### config.mk
export PLATFORM = sky130hd
export DESIGN_NAME = beacon_timing_authorizer_unit
export DESIGN_NICKNAME = d
export VERILOG_FILES = /design/src/hdl/bta_pkg.sv /design/src/hdl/bta_ram.sv /design/src/hdl/bta_div.sv /design/src/hdl/beacon_timing_authorizer_unit.sv
export SDC_FILE = /design/constraint.sdc
export NUM_CORES = 2
export LEC_CHECK = 0
export BUFFER_PORTS_ARGS = -buffer_cell sky130_fd_sc_hd__buf_2
export CORE_MARGIN = 1
export CORE_UTILIZATION = 57
export CTS_CLUSTER_SIZE = 30
export DETAILED_ROUTE_END_ITERATION = 6
export GPL_ROUTABILITY_DRIVEN = 0
export GPL_TIMING_DRIVEN = 1
export HOLD_SLACK_MARGIN = 0.08
export PLACE_DENSITY = 0.77
export SKIP_LAST_GASP = 1
export SLEW_MARGIN = 10
export SYNTH_ARGS = -nofsm -noshare
export SYNTH_HDL_FRONTEND = slang
export SYNTH_SLANG_ARGS = --single-unit
export TNS_END_PERCENT = 30
### constraint.sdc
create_clock -name clk_i -period 11.8 [get_ports clk_i]
set_input_delay 3.54 -clock clk_i [delete_from_list [all_inputs] [get_ports clk_i]]
set_output_delay 3.54 -clock clk_i [all_outputs]
set_load 0.01 [all_outputs]
### src/hdl/bta_pkg.sv
`timescale 1ns / 1ps

package bta_pkg;

  // Field widths of one beacon record and of one result.
  localparam int unsigned ADDR_W    = 48;
  localparam int unsigned TIME_W    = 48;
  localparam int unsigned PKT_W     = 16;
  localparam int unsigned KEY_W     = 16;
  localparam int unsigned IV_W      = 16;
  localparam int unsigned VERDICT_W = 3;
  localparam int unsigned IDX_OUT_W = 3;
  localparam int unsigned DEV_W     = 32;

  // Verdict codes of one result.
  localparam logic [VERDICT_W-1:0] V_REF   = 3'd0;
  localparam logic [VERDICT_W-1:0] V_AUTH  = 3'd1;
  localparam logic [VERDICT_W-1:0] V_REJ   = 3'd2;
  localparam logic [VERDICT_W-1:0] V_STALE = 3'd3;
  localparam logic [VERDICT_W-1:0] V_FULL  = 3'd4;

  // Radix-16 divider by a fixed divisor.
  localparam int unsigned DIVISOR     = 1000;
  localparam int unsigned DIV_NUM_W   = 48;
  localparam int unsigned DIV_DIGIT_W = 4;
  localparam int unsigned DIV_REM_W   = 10;
  localparam int unsigned DIV_PART_W  = DIV_REM_W + DIV_DIGIT_W;
  localparam int unsigned DIV_STEP_W  = 4;
  localparam int unsigned MS_STEPS    = DIV_NUM_W / DIV_DIGIT_W;
  localparam int unsigned WIN_NUM_W   = 28;
  localparam int unsigned WIN_STEPS   = WIN_NUM_W / DIV_DIGIT_W;

  typedef struct packed {
    logic                  start;
    logic [DIV_STEP_W-1:0] steps;
  } div_req_t;

  // One word of the sender memory.
  typedef struct packed {
    logic [ADDR_W-1:0] addr;
    logic [TIME_W-1:0] tstamp;
    logic [PKT_W-1:0]  pkt;
    logic [KEY_W-1:0]  key;
  } entry_t;

  // Reference state of one entry as seen by the sequencer.
  typedef struct packed {
    logic              vld;
    logic [TIME_W-1:0] tstamp;
    logic [PKT_W-1:0]  pkt;
    logic [KEY_W-1:0]  key;
  } ref_t;

endpackage

### src/hdl/bta_ram.sv
`timescale 1ns / 1ps

module bta_ram #(
  parameter int unsigned WIDTH = 8,
  parameter int unsigned DEPTH = 8,
  localparam int unsigned AW = (DEPTH > 1) ? $clog2(DEPTH) : 1
) (
  input  logic             clk_i,
  input  logic             we_i,
  input  logic [AW-1:0]    waddr_i,
  input  logic [WIDTH-1:0] wdata_i,
  input  logic [AW-1:0]    raddr_i,
  output logic [WIDTH-1:0] rdata_o
);

  logic [WIDTH-1:0] mem_q [DEPTH];
  logic [WIDTH-1:0] rdata_q;

  always_ff @(posedge clk_i) begin
    if (we_i) begin
      mem_q[waddr_i] <= wdata_i;
    end
    rdata_q <= mem_q[raddr_i];
  end

  assign rdata_o = rdata_q;

endmodule

### src/hdl/bta_div.sv
`timescale 1ns / 1ps

module bta_div (
  input  logic                          clk_i,
  input  logic                          rst_ni,
  input  bta_pkg::div_req_t             req_i,
  input  logic [bta_pkg::DIV_NUM_W-1:0] num_i,
  output logic                          idle_o,
  output logic [bta_pkg::DIV_NUM_W-1:0] quot_o
);
  import bta_pkg::*;

  logic [DIV_NUM_W-1:0]   num_q, num_d;
  logic [DIV_NUM_W-1:0]   quot_q, quot_d;
  logic [DIV_REM_W-1:0]   rem_q, rem_d;
  logic [DIV_STEP_W-1:0]  cnt_q, cnt_d;
  logic [DIV_PART_W-1:0]  part;
  logic [DIV_DIGIT_W-1:0] digit;

  // One quotient digit per cycle: the partial remainder never reaches sixteen times the divisor.
  always_comb begin
    part  = {rem_q, num_q[DIV_NUM_W-1 -: DIV_DIGIT_W]};
    digit = '0;
    for (int k = 1; k < (1 << DIV_DIGIT_W); k++) begin
      if (part >= DIV_PART_W'(k * DIVISOR)) begin
        digit = digit + DIV_DIGIT_W'(1);
      end
    end
  end

  always_comb begin
    num_d  = num_q;
    quot_d = quot_q;
    rem_d  = rem_q;
    cnt_d  = cnt_q;
    if (req_i.start) begin
      num_d  = num_i;
      quot_d = '0;
      rem_d  = '0;
      cnt_d  = req_i.steps;
    end else if (cnt_q != '0) begin
      num_d  = num_q << DIV_DIGIT_W;
      quot_d = {quot_q[DIV_NUM_W-DIV_DIGIT_W-1:0], digit};
      rem_d  = DIV_REM_W'(part - DIV_PART_W'(digit * DIVISOR));
      cnt_d  = cnt_q - DIV_STEP_W'(1);
    end
  end

  always_ff @(posedge clk_i or negedge rst_ni) begin
    if (!rst_ni) begin
      cnt_q <= '0;
    end else begin
      cnt_q <= cnt_d;
    end
  end

  always_ff @(posedge clk_i) begin
    num_q  <= num_d;
    quot_q <= quot_d;
    rem_q  <= rem_d;
  end

  assign idle_o = (cnt_q == '0);
  assign quot_o = quot_q;

endmodule

### src/hdl/beacon_timing_authorizer_unit.sv
`timescale 1ns / 1ps
// Busy stays high while the sequencer scans the table entries (1 to SENDER_ENTRIES of them)
// and, when the timing check runs, through the shared datapath and both divisions; the result
// strobe follows in the cycle after the last busy cycle.
// Throughput: one transaction at a time; the entry scan and the shared divider set how long busy stays high.
// Reset: asynchronous, active low; clears the sequencer, the entry flags and the strobe.
// The receiver cannot stall: each result is shown for exactly one cycle.

module beacon_timing_authorizer_unit #(
  parameter int unsigned SENDER_ENTRIES = 8
) (
  input  logic                                 clk_i,
  input  logic                                 rst_ni,
  input  logic                                 start,
  output logic                                 busy,
  input  logic [bta_pkg::ADDR_W-1:0]           sender_address_i,
  input  logic [bta_pkg::TIME_W-1:0]           capture_time_us_i,
  input  logic [bta_pkg::PKT_W-1:0]            packet_number_i,
  input  logic [bta_pkg::KEY_W-1:0]            key_identifier_i,
  input  logic [bta_pkg::IV_W-1:0]             advertising_interval_ms_i,
  output logic                                 result_valid_o,
  output logic [bta_pkg::VERDICT_W-1:0]        verdict_o,
  output logic [bta_pkg::IDX_OUT_W-1:0]        entry_index_o,
  output logic [bta_pkg::PKT_W-1:0]            released_packet_number_o,
  output logic signed [bta_pkg::DEV_W-1:0]     deviation_ms_o
);
  import bta_pkg::*;

  localparam int unsigned IW    = (SENDER_ENTRIES > 1) ? $clog2(SENDER_ENTRIES) : 1;
  localparam int unsigned ACC_W = TIME_W + 2;
  localparam int unsigned MUL_W = 2 * IV_W;
  localparam int unsigned HI_W  = ACC_W - DEV_W + 1;
  localparam logic [IW-1:0] LAST_IDX = IW'(SENDER_ENTRIES - 1);

  // Sequencer states.
  localparam logic [3:0] S_IDLE  = 4'd0;
  localparam logic [3:0] S_SCAN  = 4'd1;
  localparam logic [3:0] S_EVAL  = 4'd2;
  localparam logic [3:0] S_ELAP  = 4'd3;
  localparam logic [3:0] S_ABS   = 4'd4;
  localparam logic [3:0] S_DLD1  = 4'd5;
  localparam logic [3:0] S_DIV1  = 4'd6;
  localparam logic [3:0] S_MS    = 4'd7;
  localparam logic [3:0] S_DIFF  = 4'd8;
  localparam logic [3:0] S_DLD2  = 4'd9;
  localparam logic [3:0] S_DIV2  = 4'd10;
  localparam logic [3:0] S_JUDGE = 4'd11;

  // Tolerance tiers. The window is floor(interval * factor / 1000), which matches each
  // percentage tier exactly, so the same divider serves both divisions.
  localparam logic [IV_W-1:0] TIER_3000 = 16'd3000;
  localparam logic [IV_W-1:0] TIER_1000 = 16'd1000;
  localparam logic [IV_W-1:0] TIER_500  = 16'd500;
  localparam logic [IV_W-1:0] TIER_200  = 16'd200;
  localparam logic [IV_W-1:0] FACT_5    = 16'd50;
  localparam logic [IV_W-1:0] FACT_10   = 16'd100;
  localparam logic [IV_W-1:0] FACT_15   = 16'd150;
  localparam logic [IV_W-1:0] FACT_20   = 16'd200;
  localparam logic [IV_W-1:0] FACT_30   = 16'd300;

  logic [3:0] state_q, state_d;

  // Captured transaction.
  logic [ADDR_W-1:0] addr_q;
  logic [TIME_W-1:0] cap_q;
  logic [PKT_W-1:0]  pkt_q;
  logic [KEY_W-1:0]  key_q;
  logic [IV_W-1:0]   iv_q;

  // Scan bookkeeping.
  logic [IW-1:0] idx_q, idx_d;
  logic [IW-1:0] ent_q, ent_d;
  logic [IW-1:0] free_idx_q, free_idx_d;
  logic          free_found_q, free_found_d;
  ref_t          free_ref_q, free_ref_d;
  ref_t          ref_q, ref_d;

  // Per-entry flags. An entry whose occupied bit is clear reads as a free (zero) address,
  // and an entry whose reference bit is clear reads as an all-zero reference.
  logic [SENDER_ENTRIES-1:0] occ_q, occ_d;
  logic [SENDER_ENTRIES-1:0] refv_q, refv_d;

  // Shared datapath: one adder/subtractor, one 16x16 multiplier and the divider.
  logic [ACC_W-1:0] acc_q, acc_d;
  logic             neg_q, neg_d;
  logic [MUL_W-1:0] prod_q, prod_d;
  logic [DEV_W-1:0] dsat_q, dsat_d;
  logic [ACC_W-1:0] alu_a, alu_b, alu_y;
  logic             alu_sub;
  logic [IV_W-1:0]  mul_a;
  logic [MUL_W-1:0] mul_y;
  logic [IV_W-1:0]  win_factor;
  logic [HI_W-1:0]  alu_hi;

  div_req_t              div_req;
  logic [DIV_NUM_W-1:0]  div_num;
  logic                  div_idle;
  logic [DIV_NUM_W-1:0]  div_quot;

  // Memory interface.
  logic          ram_we;
  entry_t        ram_wdata;
  logic [IW-1:0] ram_raddr;
  entry_t        ram_rdata;

  // Scan view of the entry whose word sits on the memory output.
  logic [ADDR_W-1:0] cur_addr;
  logic              cur_free;
  ref_t              cur_ref;

  logic              key_hit;
  logic signed [DEV_W-1:0] win_pos, win_neg;
  entry_t            new_word, old_word;

  // Result registers.
  logic                 res_vld_q, res_vld_d;
  logic [VERDICT_W-1:0] verdict_q, verdict_d;
  logic [IDX_OUT_W-1:0] ent_out_q, ent_out_d;
  logic [PKT_W-1:0]     rel_q, rel_d;
  logic [DEV_W-1:0]     dev_q, dev_d;

  assign busy = (state_q != S_IDLE);

  bta_ram #(
    .WIDTH ($bits(entry_t)),
    .DEPTH (SENDER_ENTRIES)
  ) u_table (
    .clk_i   (clk_i),
    .we_i    (ram_we),
    .waddr_i (ent_q),
    .wdata_i (ram_wdata),
    .raddr_i (ram_raddr),
    .rdata_o (ram_rdata)
  );

  bta_div u_div (
    .clk_i  (clk_i),
    .rst_ni (rst_ni),
    .req_i  (div_req),
    .num_i  (div_num),
    .idle_o (div_idle),
    .quot_o (div_quot)
  );

  // The scan reads one entry per cycle: while the word of entry idx_q is on the memory
  // output, the read of the next entry is already issued. The accepting cycle reads entry 0.
  assign ram_raddr = (state_q == S_SCAN && idx_q != LAST_IDX) ? idx_q + IW'(1) : '0;

  always_comb begin
    cur_addr       = occ_q[idx_q] ? ram_rdata.addr : '0;
    cur_free       = (cur_addr == '0);
    cur_ref.vld    = refv_q[idx_q];
    cur_ref.tstamp = refv_q[idx_q] ? ram_rdata.tstamp : '0;
    cur_ref.pkt    = refv_q[idx_q] ? ram_rdata.pkt : '0;
    cur_ref.key    = refv_q[idx_q] ? ram_rdata.key : '0;
  end

  assign key_hit  = ref_q.vld && (ref_q.key == key_q);
  assign new_word = '{addr: addr_q, tstamp: cap_q, pkt: pkt_q, key: key_q};
  assign old_word = '{addr: addr_q, tstamp: ref_q.tstamp, pkt: ref_q.pkt, key: ref_q.key};

  always_comb begin
    priority if (iv_q >= TIER_3000) begin
      win_factor = FACT_5;
    end else if (iv_q >= TIER_1000) begin
      win_factor = FACT_10;
    end else if (iv_q > TIER_500) begin
      win_factor = FACT_15;
    end else if (iv_q > TIER_200) begin
      win_factor = FACT_20;
    end else begin
      win_factor = FACT_30;
    end
  end

  // Operand selection for the shared adder and multiplier.
  always_comb begin
    alu_a   = '0;
    alu_b   = '0;
    alu_sub = 1'b0;
    mul_a   = '0;
    unique case (state_q)
      S_ELAP: begin
        // Measured elapsed microseconds, a plain signed difference.
        alu_a   = ACC_W'(cap_q);
        alu_b   = ACC_W'(ref_q.tstamp);
        alu_sub = 1'b1;
        mul_a   = pkt_q - ref_q.pkt;
      end
      S_ABS: begin
        alu_a   = acc_q[ACC_W-1] ? '0 : acc_q;
        alu_b   = acc_q[ACC_W-1] ? acc_q : '0;
        alu_sub = acc_q[ACC_W-1];
      end
      S_MS: begin
        // Restore the sign, so the division truncates toward zero.
        alu_a   = neg_q ? '0 : ACC_W'(div_quot);
        alu_b   = neg_q ? ACC_W'(div_quot) : '0;
        alu_sub = neg_q;
      end
      S_DIFF: begin
        alu_a   = ACC_W'(prod_q);
        alu_b   = acc_q;
        alu_sub = 1'b1;
        mul_a   = win_factor;
      end
      default: begin
        alu_sub = 1'b0;
      end
    endcase
  end

  assign alu_y  = alu_a + (alu_sub ? ~alu_b : alu_b) + ACC_W'(alu_sub);
  assign mul_y  = MUL_W'(mul_a) * MUL_W'(iv_q);
  assign alu_hi = alu_y[ACC_W-1:DEV_W-1];

  assign win_pos = $signed({{(DEV_W-IV_W){1'b0}}, div_quot[IV_W-1:0]});
  assign win_neg = -win_pos;

  always_comb begin
    state_d      = state_q;
    idx_d        = idx_q;
    ent_d        = ent_q;
    free_idx_d   = free_idx_q;
    free_found_d = free_found_q;
    free_ref_d   = free_ref_q;
    ref_d        = ref_q;
    occ_d        = occ_q;
    refv_d       = refv_q;
    acc_d        = acc_q;
    neg_d        = neg_q;
    prod_d       = prod_q;
    dsat_d       = dsat_q;
    res_vld_d    = 1'b0;
    verdict_d    = verdict_q;
    ent_out_d    = ent_out_q;
    rel_d        = rel_q;
    dev_d        = dev_q;
    ram_we       = 1'b0;
    ram_wdata    = new_word;
    div_req      = '0;
    div_num      = '0;

    unique case (state_q)
      S_IDLE: begin
        if (start) begin
          state_d      = S_SCAN;
          idx_d        = '0;
          free_found_d = 1'b0;
        end
      end

      S_SCAN: begin
        if (cur_addr == addr_q) begin
          // A zero address lands here on the first free entry.
          ent_d   = idx_q;
          ref_d   = cur_ref;
          state_d = S_EVAL;
        end else begin
          if (cur_free) begin
            free_idx_d   = idx_q;
            free_ref_d   = cur_ref;
            free_found_d = 1'b1;
          end
          if (idx_q == LAST_IDX) begin
            // The highest free entry is taken for a new sender.
            if (cur_free) begin
              ent_d   = idx_q;
              ref_d   = cur_ref;
              state_d = S_EVAL;
            end else if (free_found_q) begin
              ent_d   = free_idx_q;
              ref_d   = free_ref_q;
              state_d = S_EVAL;
            end else begin
              res_vld_d = 1'b1;
              verdict_d = V_FULL;
              ent_out_d = '0;
              rel_d     = '0;
              dev_d     = '0;
              state_d   = S_IDLE;
            end
          end else begin
            idx_d = idx_q + IW'(1);
          end
        end
      end

      S_EVAL: begin
        if (key_hit && pkt_q <= ref_q.pkt) begin
          // Stale record: only a newly allocated address is recorded.
          ram_we    = 1'b1;
          ram_wdata = old_word;
          if (addr_q != '0) begin
            occ_d[ent_q] = 1'b1;
          end
          res_vld_d = 1'b1;
          verdict_d = V_STALE;
          ent_out_d = IDX_OUT_W'(ent_q);
          rel_d     = '0;
          dev_d     = '0;
          state_d   = S_IDLE;
        end else if (key_hit) begin
          state_d = S_ELAP;
        end else begin
          ram_we        = 1'b1;
          ram_wdata     = new_word;
          refv_d[ent_q] = 1'b1;
          if (addr_q != '0) begin
            occ_d[ent_q] = 1'b1;
          end
          res_vld_d = 1'b1;
          verdict_d = V_REF;
          ent_out_d = IDX_OUT_W'(ent_q);
          rel_d     = '0;
          dev_d     = '0;
          state_d   = S_IDLE;
        end
      end

      S_ELAP: begin
        acc_d   = alu_y;
        prod_d  = mul_y;
        state_d = S_ABS;
      end

      S_ABS: begin
        neg_d   = acc_q[ACC_W-1];
        acc_d   = alu_y;
        state_d = S_DLD1;
      end

      S_DLD1: begin
        div_req.start = 1'b1;
        div_req.steps = DIV_STEP_W'(MS_STEPS);
        div_num       = acc_q[DIV_NUM_W-1:0];
        state_d       = S_DIV1;
      end

      S_DIV1: begin
        if (div_idle) begin
          state_d = S_MS;
        end
      end

      S_MS: begin
        acc_d   = alu_y;
        state_d = S_DIFF;
      end

      S_DIFF: begin
        // Expected minus measured, saturated to 32-bit signed.
        priority if (alu_hi == '0 || alu_hi == '1) begin
          dsat_d = alu_y[DEV_W-1:0];
        end else if (alu_y[ACC_W-1]) begin
          dsat_d = {1'b1, {(DEV_W-1){1'b0}}};
        end else begin
          dsat_d = {1'b0, {(DEV_W-1){1'b1}}};
        end
        prod_d  = mul_y;
        state_d = S_DLD2;
      end

      S_DLD2: begin
        div_req.start = 1'b1;
        div_req.steps = DIV_STEP_W'(WIN_STEPS);
        div_num       = {prod_q[WIN_NUM_W-1:0], {(DIV_NUM_W-WIN_NUM_W){1'b0}}};
        state_d       = S_DIV2;
      end

      S_DIV2: begin
        if (div_idle) begin
          state_d = S_JUDGE;
        end
      end

      S_JUDGE: begin
        ram_we        = 1'b1;
        ram_wdata     = new_word;
        refv_d[ent_q] = 1'b1;
        if (addr_q != '0) begin
          occ_d[ent_q] = 1'b1;
        end
        res_vld_d = 1'b1;
        verdict_d = ($signed(dsat_q) <= win_pos && $signed(dsat_q) >= win_neg) ? V_AUTH : V_REJ;
        ent_out_d = IDX_OUT_W'(ent_q);
        rel_d     = ref_q.pkt;
        dev_d     = dsat_q;
        state_d   = S_IDLE;
      end

      default: begin
        state_d = S_IDLE;
      end
    endcase
  end

  always_ff @(posedge clk_i or negedge rst_ni) begin
    if (!rst_ni) begin
      state_q   <= S_IDLE;
      occ_q     <= '0;
      refv_q    <= '0;
      res_vld_q <= 1'b0;
    end else begin
      state_q   <= state_d;
      occ_q     <= occ_d;
      refv_q    <= refv_d;
      res_vld_q <= res_vld_d;
    end
  end

  always_ff @(posedge clk_i) begin
    if (state_q == S_IDLE && start) begin
      addr_q <= sender_address_i;
      cap_q  <= capture_time_us_i;
      pkt_q  <= packet_number_i;
      key_q  <= key_identifier_i;
      iv_q   <= advertising_interval_ms_i;
    end
    idx_q        <= idx_d;
    ent_q        <= ent_d;
    free_idx_q   <= free_idx_d;
    free_found_q <= free_found_d;
    free_ref_q   <= free_ref_d;
    ref_q        <= ref_d;
    acc_q        <= acc_d;
    neg_q        <= neg_d;
    prod_q       <= prod_d;
    dsat_q       <= dsat_d;
    verdict_q    <= verdict_d;
    ent_out_q    <= ent_out_d;
    rel_q        <= rel_d;
    dev_q        <= dev_d;
  end

  assign result_valid_o           = res_vld_q;
  assign verdict_o                = verdict_q;
  assign entry_index_o            = ent_out_q;
  assign released_packet_number_o = rel_q;
  assign deviation_ms_o           = $signed(dev_q);

`ifndef SYNTH
  // A result only ever closes a transaction that kept the block busy.
  a_result_after_busy: assert property (@(posedge clk_i) disable iff (!rst_ni)
    result_valid_o |-> $past(busy))
    else $error("result strobe without a preceding busy cycle");

  // A full table reports no entry and no timing figures.
  a_full_zero: assert property (@(posedge clk_i) disable iff (!rst_ni)
    (result_valid_o && verdict_o == V_FULL) |->
      (entry_index_o == '0 && released_packet_number_o == '0 && deviation_ms_o == '0))
    else $error("table full result carries nonzero fields");

  // Without a timing check the judged packet and deviation fields stay zero.
  a_untimed_zero: assert property (@(posedge clk_i) disable iff (!rst_ni)
    (result_valid_o && (verdict_o == V_REF || verdict_o == V_STALE)) |->
      (released_packet_number_o == '0 && deviation_ms_o == '0))
    else $error("untimed verdict carries timing fields");

  // The shared divider is never left running once the sequencer is back at rest.
  a_div_idle: assert property (@(posedge clk_i) disable iff (!rst_ni)
    !busy |-> div_idle)
    else $error("divider still running while the block is idle");
`endif

endmodule
==> reports/metrics.yaml <==
synth_top_area_share_pct: 56.1
synthMuxAreaShare_pct: 8.65
hold_class: "register to register"
synth_edf_count: 1557
required_ns: 12.51
synthFlopType: "edfxtp_1"
path_buf_inv: 4
ys_ff_latch: 1768
yosysSeqAreaShare_pct: 61.3
status: "finished, violations left"
final_antenna_net_count: 0
report.final.hold_viol_count: 0
holdWs_ns: 0.453
synth_most_common_cell: "edfxtp_1"
crit_path_start_kind: "register"
crit_path_top_delay_cell: "fa_1"
synth_adder_area_share_pct: 8.56
num_rows: 139
root_buffer: "clkbuf_16"
synth_commonest_cells: "edfxtp_1, nand2_1, inv_1"
port_buffers: 202
io_pins: 203
failed_checks: "design-rule violations"
synth_area_mm2: 0.0833
grt_pass1_wl_um: 315000
reg2reg_slack_ns: 0.44
relSlewSlack_pct: 21.6
synth_nets: 6465
drive_gt1_share_pct: 14.4
drt_iter0_drc: 6213
clock_sinks: 1768
finalSetupViolations: 0
worstSetupPathType: "register to register"
ys_warn_count: 0
tightest_slew_ns: 1.18
finalCritPeriodShare_pct: 96.2
grt_pass1_vias: 51800
clock_latency_ns: 0.85
drv_cap: 0
wl_um: 210000
crit_arrival_ns: 12.07
cts_tree: "yes"
path_delay_family: "adder cells"
cts_max_level: 4
slowest_delay_ns: 0.50
clock.fmax_mhz: 88.1
synth_area_leader_cell: "edfxtp_1"
cts_buffers: 177
finalMaxSlewViolations: 0
period_needed_ns: 11.36
synth_top_cells_by_area: "edfxtp_1, fa_1, dfxtp_1"
crit_top_cell: "ha_1"
dieArea_mm2: 0.148
post_dp_cell_area_mm2: 0.0866
path_max_fanout: 5
synthToLayoutAreaGrowth_pct: 11.5
fin_skew_ns: 0.0790
synth.distinct_cells: 101
grt.total_usage_pct: 28.4
end_kind: "register"
antenna_found_initial: 9
wire_per_inst_um: 25.9
synth_top_family_by_area: "compound AO/OA/AOI/OAI gates"
cts_buffer_depth: 3
drt_pass1_iterations: 7
grt_overflow: 0
fin_nets: 6635
hold_buffers: 0
drc: 74
syn_inst: 5869
async_flop_share_pct: 1.41
clk_pin_slew_ns: 0.07
dp_hpwl_um: 130000
initial_utilization_pct: 57.7
die_h_um: 384
vias_per_cell: 6.41
dieWidth_um: 384
synth_compound_area_share_pct: 8.87
core_mm2: 0.144
avgSynthCellArea_um2: 14.2
grt_start_max_net_pins: 171
fin_area_mm2: 0.0929
synth_xor_area_share_pct: 1.88
vias: 52000
synthSimpleGateAreaFrac_pct: 7.46
-- per-stage QoR --
stage / setup TNS [ns] / cells / setup slack, ns / utilization (%)
global placement: 0 / 7755 / 0.0976 / 60.0
finish: 0 / 8101 / 0.445 / 64.3
global route: -0.0231 / 8098 / -0.0223 / 64.3
floorplan: 0 / 5869 / 0.0958 / -
CTS: 0 / 8093 / 0.0141 / 64.2
detailed placement: -0.358 / 7755 / -0.269 / 60.0
-- worst register-to-register path: cells and delay by family, from the launching register on --
family | cells | cell delay, ns
flops | 1 | 0.33
simple gates | 9 | 1.42
buf+inv | 4 | 0.30
xor+xnor | 7 | 1.29
mux | 5 | 1.43
compound gates | 10 | 1.94
fa+ha+maj | 16 | 4.51
-- kinds of logic (layout without fill, tap and decap cells) --
family                   count (synthesis)  after routing
AO/OA/AOI/OAI                         1006           1006
XOR/XNOR                               169            169
adder cells (fa/ha/maj)                449            449
buffers and inverters                  703           1028
flip-flops                            1768           1768
multiplexers                           537            537
other                                    0              4
AND/OR/NAND/NOR                       1237           1237
-- cells in the final DEF, fill, tap and decap left out, types with 178 or more instances in the layout --
master / instances
and2_1: 233
mux2i_1: 261
ha_1: 240
dfxtp_1: 185
a21o_1: 212
clkbuf_16: 178
fa_1: 201
nand2_1: 452
buf_2: 202
inv_1: 360
edfxtp_1: 1557
-- sequential cells by signal (all words and copies together) (netlist names), 4 cells and up --
| register | cells |
|---|---|
| u_div.num_q | 48 |
| dsat_q | 32 |
| released_packet_number_o | 16 |
| u_div.quot_o | 48 |
| iv_q | 16 |
| u_table.mem_q | 1024 |
| prod_q | 32 |
| free_ref_q | 81 |
| u_div.rem_q | 10 |
| acc_q | 50 |
| state_q | 4 |
| pkt_q | 16 |
| occ_q | 8 |
| refv_q | 8 |
| u_div.cnt_q | 4 |
| addr_q | 48 |
| key_q | 16 |
| old_word | 80 |
| u_table.rdata_o | 128 |
| cap_q | 48 |
| deviation_ms_o | 32 |
-- layout make-up --
| class | instances | area, um^2 |
|---|---|---|
| diodes | 4 | 10.0 |
| inverters | 369 | 1390 |
| multi-input cells | 3398 | 30000 |
| fillers | 10100 | 51500 |
| clock inverters | 101 | 1210 |
| clock buffers | 233 | 4830 |
| repair buffers | 325 | 1980 |
| well taps | 1903 | 2380 |
| flip-flops and latches | 1768 | 51100 |
-- worst paths after layout --
kind,cells after the start,from,to
max in group asynchronous,1,rst_ni,u_div.cnt_q[0]
setup reg to reg,51,u_div.rem_q[4],u_div.rem_q[9]
setup / recovery,51,u_div.rem_q[4],u_div.rem_q[9]
min in group asynchronous,1,rst_ni,result_valid_o
hold / removal,1,refv_q[2],refv_q[2]
hold reg to reg,1,refv_q[2],refv_q[2]
-- routing by layer --
layer	global-route usage [%]	wire length (um)
met2	43.4	95400
met5	0	0
met1	38.8	82500
met3	5.80	21100
met4	14.2	11000
-- timing repair --
action,4_1_cts,5_1_grt
pin swaps,7,18
buffers inserted,4,4
resized for setup,5,21
endpoints found under the setup margin,2,3
cloned,0,0
Power is not shown: default switching activity piles up to over one toggle a cycle in this logic, so the estimate is an artifact.
